**src/rtl/core/dwar_pkg.sv**
```systemverilog
// Package: shared constants, request types and answer byte table for the DNS responder.
`timescale 1ns / 1ps
package dwar_pkg;

  localparam int MAX_PACKET = 256;
  localparam int POS_W      = $clog2(MAX_PACKET + 1);
  localparam int HDR_LEN    = 12;
  localparam int MIN_LEN    = HDR_LEN + 5;
  localparam int ANSWER_LEN = 16;
  localparam int ANS_W      = $clog2(ANSWER_LEN);
  localparam int Q_DEPTH    = 4;
  localparam int Q_AW       = $clog2(Q_DEPTH);

  localparam logic [7:0]  OPCODE_MASK_HI = 8'h78;
  localparam logic [7:0]  LABEL_PTR_BITS = 8'hC0;
  localparam logic [7:0]  LABEL_MAX      = 8'd63;
  localparam logic [15:0] REPLY_FLAGS    = 16'h8180;
  localparam logic [15:0] NAME_POINTER   = 16'hC00C;
  localparam logic [31:0] TTL_RESET      = 32'd60;

  localparam logic [2:0] V_OK     = 3'd0;
  localparam logic [2:0] V_LENGTH = 3'd1;
  localparam logic [2:0] V_HEADER = 3'd2;
  localparam logic [2:0] V_NAME   = 3'd3;
  localparam logic [2:0] V_TYPE   = 3'd4;

  localparam logic REG_ADDRESS = 1'b0;
  localparam logic REG_TTL     = 1'b1;

  typedef struct packed {
    logic [7:0] in_byte;
    logic       in_last;
  } query_t;

  typedef struct packed {
    logic [7:0] out_byte;
    logic       out_end;
    logic [2:0] verdict;
  } reply_t;

  typedef struct packed {
    reply_t res;
    logic   append;
  } q_entry_t;

  function automatic logic [7:0] answer_byte(input logic [ANS_W-1:0] idx,
                                             input logic [31:0] ttl,
                                             input logic [31:0] addr);
    logic [7:0] b;
    b = 8'h00;
    case (idx)
      4'd0:    b = NAME_POINTER[15:8];
      4'd1:    b = NAME_POINTER[7:0];
      4'd3:    b = 8'h01;
      4'd5:    b = 8'h01;
      4'd6:    b = ttl[31:24];
      4'd7:    b = ttl[23:16];
      4'd8:    b = ttl[15:8];
      4'd9:    b = ttl[7:0];
      4'd11:   b = 8'h04;
      4'd12:   b = addr[31:24];
      4'd13:   b = addr[23:16];
      4'd14:   b = addr[15:8];
      4'd15:   b = addr[7:0];
      default: b = 8'h00;
    endcase
    return b;
  endfunction

endpackage

```
**src/rtl/core/dwar_front.sv**
```systemverilog
// Front end: accepts query bytes, rewrites the header, parses the question, forms the verdict.
`timescale 1ns / 1ps
module dwar_front (
  input  logic              clk,
  input  logic              rst,
  input  logic              accept,
  input  dwar_pkg::query_t  query,
  output dwar_pkg::q_entry_t entry
);
  import dwar_pkg::*;

  logic [POS_W-1:0] byte_position, byte_position_next;
  logic [POS_W-1:0] next_label_position, next_label_position_next;
  logic             name_finished, name_finished_next;
  logic [POS_W-1:0] name_end_position, name_end_position_next;
  logic [15:0]      query_type, query_type_next;
  logic [2:0]       error_code, error_code_next;

  logic [POS_W-1:0] pos;
  logic [7:0]       b;
  logic [7:0]       ob;
  logic [2:0]       v;
  logic [POS_W:0]   end_plus5;

  assign pos = byte_position;
  assign b   = query.in_byte;

  always_comb begin
    ob                       = b;
    byte_position_next       = byte_position;
    next_label_position_next = next_label_position;
    name_finished_next       = name_finished;
    name_end_position_next   = name_end_position;
    query_type_next          = query_type;
    error_code_next          = error_code;
    if (pos < POS_W'(MAX_PACKET)) begin
      case (pos) inside
        POS_W'(2): begin
          if ((b & OPCODE_MASK_HI) != 8'h00 && error_code_next == V_OK) begin
            error_code_next = V_HEADER;
          end
          ob = REPLY_FLAGS[15:8];
        end
        POS_W'(3): ob = REPLY_FLAGS[7:0];
        POS_W'(4): begin
          if (b != 8'h00 && error_code_next == V_OK) begin
            error_code_next = V_HEADER;
          end
        end
        POS_W'(5): begin
          if (b != 8'h01 && error_code_next == V_OK) begin
            error_code_next = V_HEADER;
          end
        end
        POS_W'(6): ob = 8'h00;
        POS_W'(7): ob = 8'h01;
        [POS_W'(8):POS_W'(11)]: ob = 8'h00;
        default: ob = b;
      endcase
      if (pos >= POS_W'(HDR_LEN) && !name_finished && error_code_next == V_OK &&
          pos == next_label_position) begin
        if (b == 8'h00) begin
          name_finished_next     = 1'b1;
          name_end_position_next = pos;
        end else if ((b & LABEL_PTR_BITS) != 8'h00 || b > LABEL_MAX) begin
          error_code_next = V_NAME;
        end else begin
          next_label_position_next = pos + POS_W'(1) + POS_W'(b);
        end
      end else if (name_finished && pos == name_end_position + POS_W'(1)) begin
        query_type_next = {b, query_type[7:0]};
      end else if (name_finished && pos == name_end_position + POS_W'(2)) begin
        query_type_next = {query_type[15:8], b};
      end
      byte_position_next = pos + POS_W'(1);
    end
  end

  assign end_plus5 = {1'b0, name_end_position_next} + (POS_W + 1)'(5);

  always_comb begin
    if (byte_position_next < POS_W'(MIN_LEN) ||
        byte_position_next > POS_W'(MAX_PACKET - 16)) begin
      v = V_LENGTH;
    end else if (error_code_next != V_OK) begin
      v = error_code_next;
    end else if (!name_finished_next || end_plus5 > {1'b0, byte_position_next}) begin
      v = V_NAME;
    end else if (query_type_next != 16'd1) begin
      v = V_TYPE;
    end else begin
      v = V_OK;
    end
  end

  always_comb begin
    entry.res.out_byte = ob;
    entry.res.out_end  = query.in_last && (v != V_OK);
    entry.res.verdict  = query.in_last ? v : V_OK;
    entry.append       = query.in_last && (v == V_OK);
  end

  always_ff @(posedge clk) begin
    if (rst || (accept && query.in_last)) begin
      byte_position       <= '0;
      next_label_position <= POS_W'(HDR_LEN);
      name_finished       <= 1'b0;
      name_end_position   <= '0;
      query_type          <= '0;
      error_code          <= V_OK;
    end else if (accept) begin
      byte_position       <= byte_position_next;
      next_label_position <= next_label_position_next;
      name_finished       <= name_finished_next;
      name_end_position   <= name_end_position_next;
      query_type          <= query_type_next;
      error_code          <= error_code_next;
    end
  end

endmodule

```
**src/rtl/core/dwar_queue.sv**
```systemverilog
// Short queue between the parsing front end and the reply back end.
`timescale 1ns / 1ps
module dwar_queue (
  input  logic                clk,
  input  logic                rst,
  input  logic                wr,
  input  dwar_pkg::q_entry_t  wdata,
  output logic                full,
  input  logic                rd,
  output dwar_pkg::q_entry_t  rdata,
  output logic                empty
);
  import dwar_pkg::*;

  q_entry_t        mem [Q_DEPTH];
  logic [Q_AW-1:0] wptr;
  logic [Q_AW-1:0] rptr;
  logic [Q_AW:0]   count;

  assign full  = (count == (Q_AW + 1)'(Q_DEPTH));
  assign empty = (count == '0);
  assign rdata = mem[rptr];

  always_ff @(posedge clk) begin
    if (wr) begin
      mem[wptr] <= wdata;
    end
  end

  always_ff @(posedge clk) begin
    if (rst) begin
      wptr  <= '0;
      rptr  <= '0;
      count <= '0;
    end else begin
      if (wr) begin
        wptr <= wptr + Q_AW'(1);
      end
      if (rd) begin
        rptr <= rptr + Q_AW'(1);
      end
      case ({wr, rd})
        2'b10:   count <= count + (Q_AW + 1)'(1);
        2'b01:   count <= count - (Q_AW + 1)'(1);
        default: count <= count;
      endcase
    end
  end

endmodule

```
**src/rtl/core/dwar_back.sv**
```systemverilog
// Back end: drains the queue into the output register and appends the answer record.
`timescale 1ns / 1ps
module dwar_back (
  input  logic               clk,
  input  logic               rst,
  input  dwar_pkg::q_entry_t q_data,
  input  logic               q_empty,
  output logic               q_rd,
  input  logic [31:0]        answer_ttl,
  input  logic [31:0]        answer_address,
  input  logic               pop,
  output logic               empty,
  output dwar_pkg::reply_t   reply
);
  import dwar_pkg::*;

  typedef enum logic [1:0] {
    ST_PASS   = 2'b01,
    ST_ANSWER = 2'b10
  } state_t;

  state_t           state;
  logic [ANS_W-1:0] idx;
  logic             out_valid;
  logic             load_ok;

  assign load_ok = !out_valid || pop;
  assign q_rd    = (state == ST_PASS) && !q_empty && load_ok;
  assign empty   = !out_valid;

  always_ff @(posedge clk) begin
    if (rst) begin
      state     <= ST_PASS;
      idx       <= '0;
      out_valid <= 1'b0;
    end else begin
      case (state)
        ST_PASS: begin
          if (q_rd) begin
            out_valid <= 1'b1;
            if (q_data.append) begin
              state <= ST_ANSWER;
              idx   <= '0;
            end
          end else if (pop) begin
            out_valid <= 1'b0;
          end
        end
        ST_ANSWER: begin
          if (load_ok) begin
            out_valid <= 1'b1;
            idx       <= idx + ANS_W'(1);
            if (idx == ANS_W'(ANSWER_LEN - 1)) begin
              state <= ST_PASS;
            end
          end
        end
        default: state <= ST_PASS;
      endcase
    end
  end

  always_ff @(posedge clk) begin
    if (q_rd) begin
      reply <= q_data.res;
    end else if (state == ST_ANSWER && load_ok) begin
      reply.out_byte <= answer_byte(idx, answer_ttl, answer_address);
      reply.out_end  <= (idx == ANS_W'(ANSWER_LEN - 1));
      reply.verdict  <= V_OK;
    end
  end

endmodule

```
**src/rtl/core/dns_wildcard_a_responder_core.sv**
```systemverilog
// Top level: register port, front end, queue and back end of the wildcard A responder.
// Throughput: 1 byte per cycle while pop is high; a valid query adds 16 answer bytes,
// during which the back end takes nothing from the 4-entry queue, so input stalls once
// the queue fills. Bytes reach the reply port via the queue and the output register.
// Reset (rst, synchronous): parser state cleared, queue and output empty,
// answer_address = 0, answer_ttl = 60.
`timescale 1ns / 1ps
module dns_wildcard_a_responder_core (
  input  logic             clk,
  input  logic             rst,
  input  logic             push,
  output logic             full,
  input  dwar_pkg::query_t query,
  output logic             empty,
  input  logic             pop,
  output dwar_pkg::reply_t reply,
  input  logic             psel,
  input  logic             penable,
  input  logic             pwrite,
  input  logic [2:0]       paddr,
  input  logic [31:0]      pwdata,
  output logic [31:0]      prdata,
  output logic             pready
);
  import dwar_pkg::*;

  logic [31:0] answer_address;
  logic [31:0] answer_ttl;
  logic        accept;
  q_entry_t    f_entry;
  q_entry_t    q_data;
  logic        q_empty;
  logic        q_rd;

  assign pready = 1'b1;
  assign prdata = (paddr[2] == REG_TTL) ? answer_ttl : answer_address;

  always_ff @(posedge clk) begin
    if (rst) begin
      answer_address <= '0;
      answer_ttl     <= TTL_RESET;
    end else if (psel && penable && pwrite && pready) begin
      if (paddr[2] == REG_ADDRESS) begin
        answer_address <= pwdata;
      end else begin
        answer_ttl <= pwdata;
      end
    end
  end

  assign accept = push && !full;

  dwar_front u_front (
    .clk    (clk),
    .rst    (rst),
    .accept (accept),
    .query  (query),
    .entry  (f_entry)
  );

  dwar_queue u_queue (
    .clk   (clk),
    .rst   (rst),
    .wr    (accept),
    .wdata (f_entry),
    .full  (full),
    .rd    (q_rd),
    .rdata (q_data),
    .empty (q_empty)
  );

  dwar_back u_back (
    .clk            (clk),
    .rst            (rst),
    .q_data         (q_data),
    .q_empty        (q_empty),
    .q_rd           (q_rd),
    .answer_ttl     (answer_ttl),
    .answer_address (answer_address),
    .pop            (pop),
    .empty          (empty),
    .reply          (reply)
  );

endmodule

```
**config.mk**
```make
export PLATFORM = sky130hd
export DESIGN_NAME = dns_wildcard_a_responder_core
export DESIGN_NICKNAME = d
export VERILOG_FILES = /design/src/rtl/core/dwar_pkg.sv /design/src/rtl/core/dwar_front.sv /design/src/rtl/core/dwar_queue.sv /design/src/rtl/core/dwar_back.sv /design/src/rtl/core/dns_wildcard_a_responder_core.sv
export SDC_FILE = /design/constraint.sdc
export NUM_CORES = 1
export LEC_CHECK = 0
export BUFFER_PORTS_ARGS = -buffer_cell sky130_fd_sc_hd__buf_2
export CORE_ASPECT_RATIO = 1.2
export CORE_MARGIN = 1
export CORE_UTILIZATION = 40
export DETAILED_ROUTE_END_ITERATION = 12
export GPL_TIMING_DRIVEN = 0
export PLACE_DENSITY_LB_ADDON = 0.3
export SYNTH_ARGS = -nofsm -noshare
export SYNTH_HDL_FRONTEND = slang
export SYNTH_HIERARCHICAL = 1
export SYNTH_SLANG_ARGS = --single-unit
export TNS_END_PERCENT = 50
```
**constraint.sdc**
```tcl
create_clock -name clk -period 9.4 [get_ports clk]
set_clock_uncertainty 0.2 [all_clocks]
set_input_delay 0.94 -clock clk [delete_from_list [all_inputs] [get_ports clk]]
set_output_delay 0.94 -clock clk [all_outputs]
set_load 0.02 [all_outputs]
```
==> results.ini <==
[run_status]
status = complete, no violations

[timing]
hold-worst-slack_ns = 0.290
tightest_slew_ns = 0.974
rsz0062_at_grt = false
relSlewSlack_pct = 35.0
layout_min_cycle_time_ns = 5.92
setup_viol = 0
fin_tns_setup_ns = 0
fin_crit_sh_pct = 63.0
maxSlewViolCount = 0
fmax_mhz = 169
hold_viol_final = 0

[worst_setup_path]
cp-start-kind = input pin
reg2reg_setup_slack_ns = 3.69
crit_fanout = 8
r2r-start = u_front/byte_position[0]
required_ns = 9.36
timing.rr.end = u_queue/mem[3][0]
crit_type = in -> reg
crit_path_end_kind = register
reg2regPathDepth = 16
arrival_ns = 5.88

[route]
drt_wl_total_mm = 29.2
drtIter0Drc = 483
routed_via_density = 5.51
wire_per_inst_um = 19.4
firstDrtPassIters = 7
remaining_drc_errors = 0
postRouteAntennaNets = 0
via_count = 8312

[layout]
syn2layout_area_growth_pct = 13.4
multiInputGateArea_um2 = 5780
drive_gt1_share_pct = 18.6
diodes = 0
ff_latch_area_um2 = 4460
final_common_cell = dfxtp_1
final_cell_mix = dfxtp_1, buf_2, mux2i_1, nand2b_1, nor2_1
final_nets = 1249
fillers = 2500

[clock_tree]
cts.repair.resized = 0
holdBufCountCts = 0
root_buffer = clkbuf_16
path_clk_slew_ns = 0.07
cts_tree = done
htree_levels = 4
post_cts_buffers = 0
cts.path.max_buffers = 2
cts_sinks = 191
cts_made_buffers = 17
clkLatencyLatePin_ns = 0.43

[floorplanning]
die_area_um2 = 27400
row_count = 65
pin_count = 98
core_area_um2 = 26300
start_util_pct = 40.7
die_x_um = 151
fp.dieH_um = 181

[power_and_ir_drop]
power.density_nw_per_um2 = 177
p_switching_mw = 0.674
power_frac_seq_pct = 46.1
cell_internal_pwr_mw = 1.48
switching_share_pct = 31.4
leakage_nw = 4.66
vdd_drop_max_mv = 0.124
power_frac_clock_pct = 32.1
combPwrFrac_pct = 21.7

[placed_design]
dpl.hpwl_mm = 22.2
gp_congestion = 0.945
portBuffers = 93

[synth]
ys_warn_count = 6
ys_ff_latch = 191
synth.distinct_cells = 76
synthFlopType = dfxtp_1
syn_area_per_cell_um2 = 10.2
syn_area_um2 = 10700
synth_cells = 1050
syn_nets = 1137
synth_edf_count = 64
yosysSeqAreaShare_pct = 41.8
async_flop_share_pct = 0

[worst_hold_path]
min_to = u_front/query_type[11]
min_from = u_front/query_type[11]
hold_depth = 2
min_path_type = reg -> reg

[job]
maxCapViolations = 0

[global_routing]
grt_max_degree = 19
overflow = 0
grt_pass1_vias = 8230
antenna_found_initial = 0
grt_first_pass_wirelength_mm = 45.2
groute.usage.overall_pct = 21.8

==> Yosys cell counts, drive strengths merged (29+ instances only) <==
| cell | count | area, um^2 |
|---|---|---|
| a21oi | 32 | 160 |
| nor2 | 81 | 304 |
| nand3 | 29 | 145 |
| nand2 | 52 | 198 |
| buf | 41 | 251 |
| mux2i | 108 | 1080 |
| dfxtp | 127 | 2540 |
| xnor2 | 45 | 394 |
| mux2 | 35 | 394 |
| ha | 34 | 425 |
| nand2b | 100 | 626 |
| edfxtp | 64 | 1920 |
==> registers in the layout, indices dropped and copies added, names as in the netlist, 4 cells and up, named ones only <==
name,cells
answer_ttl,32
u_front/query_type,16
u_queue/mem,52
u_front/name_end_position,9
u_back/idx,4
u_back/reply,12
u_front/byte_position,9
u_front/next_label_position,9
answer_address,32
==> worst max-delay path by stage <==
stage / end / cells after the start / slack (ns) / startpoint
after floorplan: u_queue/mem[0][0] / 16 / 4.18 / query[7]
after global placement: u_queue/mem[1][0] / 17 / 3.13 / query[7]
after detailed placement: u_queue/mem[1][0] / 17 / 3.06 / query[7]
after CTS: u_queue/mem[3][0] / 17 / 3.48 / query[7]
after global routing: u_queue/mem[2][0] / 17 / 3.19 / query[7]
final: u_queue/mem[3][0] / 17 / 3.48 / query[7]
==> metrics by stage <==
step	utilization [%]	total power, mW	setup slack (ns)	instance area (um^2)	instances
after floorplan	-	1.32	4.18	10700	1050
after global placement	44.1	1.47	3.13	11600	1478
after detailed placement	44.1	1.48	3.06	11600	1478
after CTS	46.2	2.17	3.48	12100	1508
after global routing	46.2	2.25	3.19	12100	1508
final	46.2	2.15	3.48	12100	1508
==> kinds of logic after synthesis <==
logic type / synth area share, %
buffers and inverters: 4.21
DFF: 41.8
muxes: 16.6
AOI/OAI and AO/OA: 9.16
xor gates and xnor gates: 5.00
other: 0.0351
adders and majority gates: 4.35
and+or+nand+nor: 18.9
==> power groups by stage <==
| stage | sequential, mW | combinational [mW] | clock, mW |
|---|---|---|---|
| floorplan | 1.03 | 0.294 | 0 |
| global placement | 1.01 | 0.463 | 0 |
| detailed placement | 1.01 | 0.468 | 0 |
| CTS | 0.994 | 0.470 | 0.711 |
| global route | 1.00 | 0.510 | 0.741 |
| finish | 0.992 | 0.468 | 0.691 |
==> layout make-up <==
| type | instances | area share, % |
|---|---|---|
| buffer | 67 | 2.88 |
| tap | 335 | 3.46 |
| sequential | 191 | 36.8 |
| clock inverter | 13 | 1.02 |
| clock buffer | 17 | 3.51 |
| timing repair buffer | 93 | 3.84 |
| multi-input combinational | 765 | 47.6 |
| inverter | 27 | 0.836 |
==> layer usage <==
metal | vias up | global-route usage (%) | routed length [um]
met5 | - | 0 | 0
met4 | 0 | 11.3 | 1250
met3 | 73 | 4.07 | 1530
met2 | 301 | 39.1 | 14900
met1 | 3932 | 24.0 | 11600
li1 | 4006 | - | -
==> critical path: stages <==
cell and delay, ns:
buf_2 0.18, nor4_2 0.44, nand3_1 0.20, nor4_4 0.64, mux2_2 0.40, ha_1 0.23, inv_1 0.16, a21boi_0 0.13
xnor2_1 0.18, mux2i_1 0.10, ha_1 0.33, nand3_1 0.12, or3_1 0.38, or3_1 0.36, a31oi_1 0.46, nand2_1 0.14
nor4_1 0.49
(Power assumes the default switching activity.)
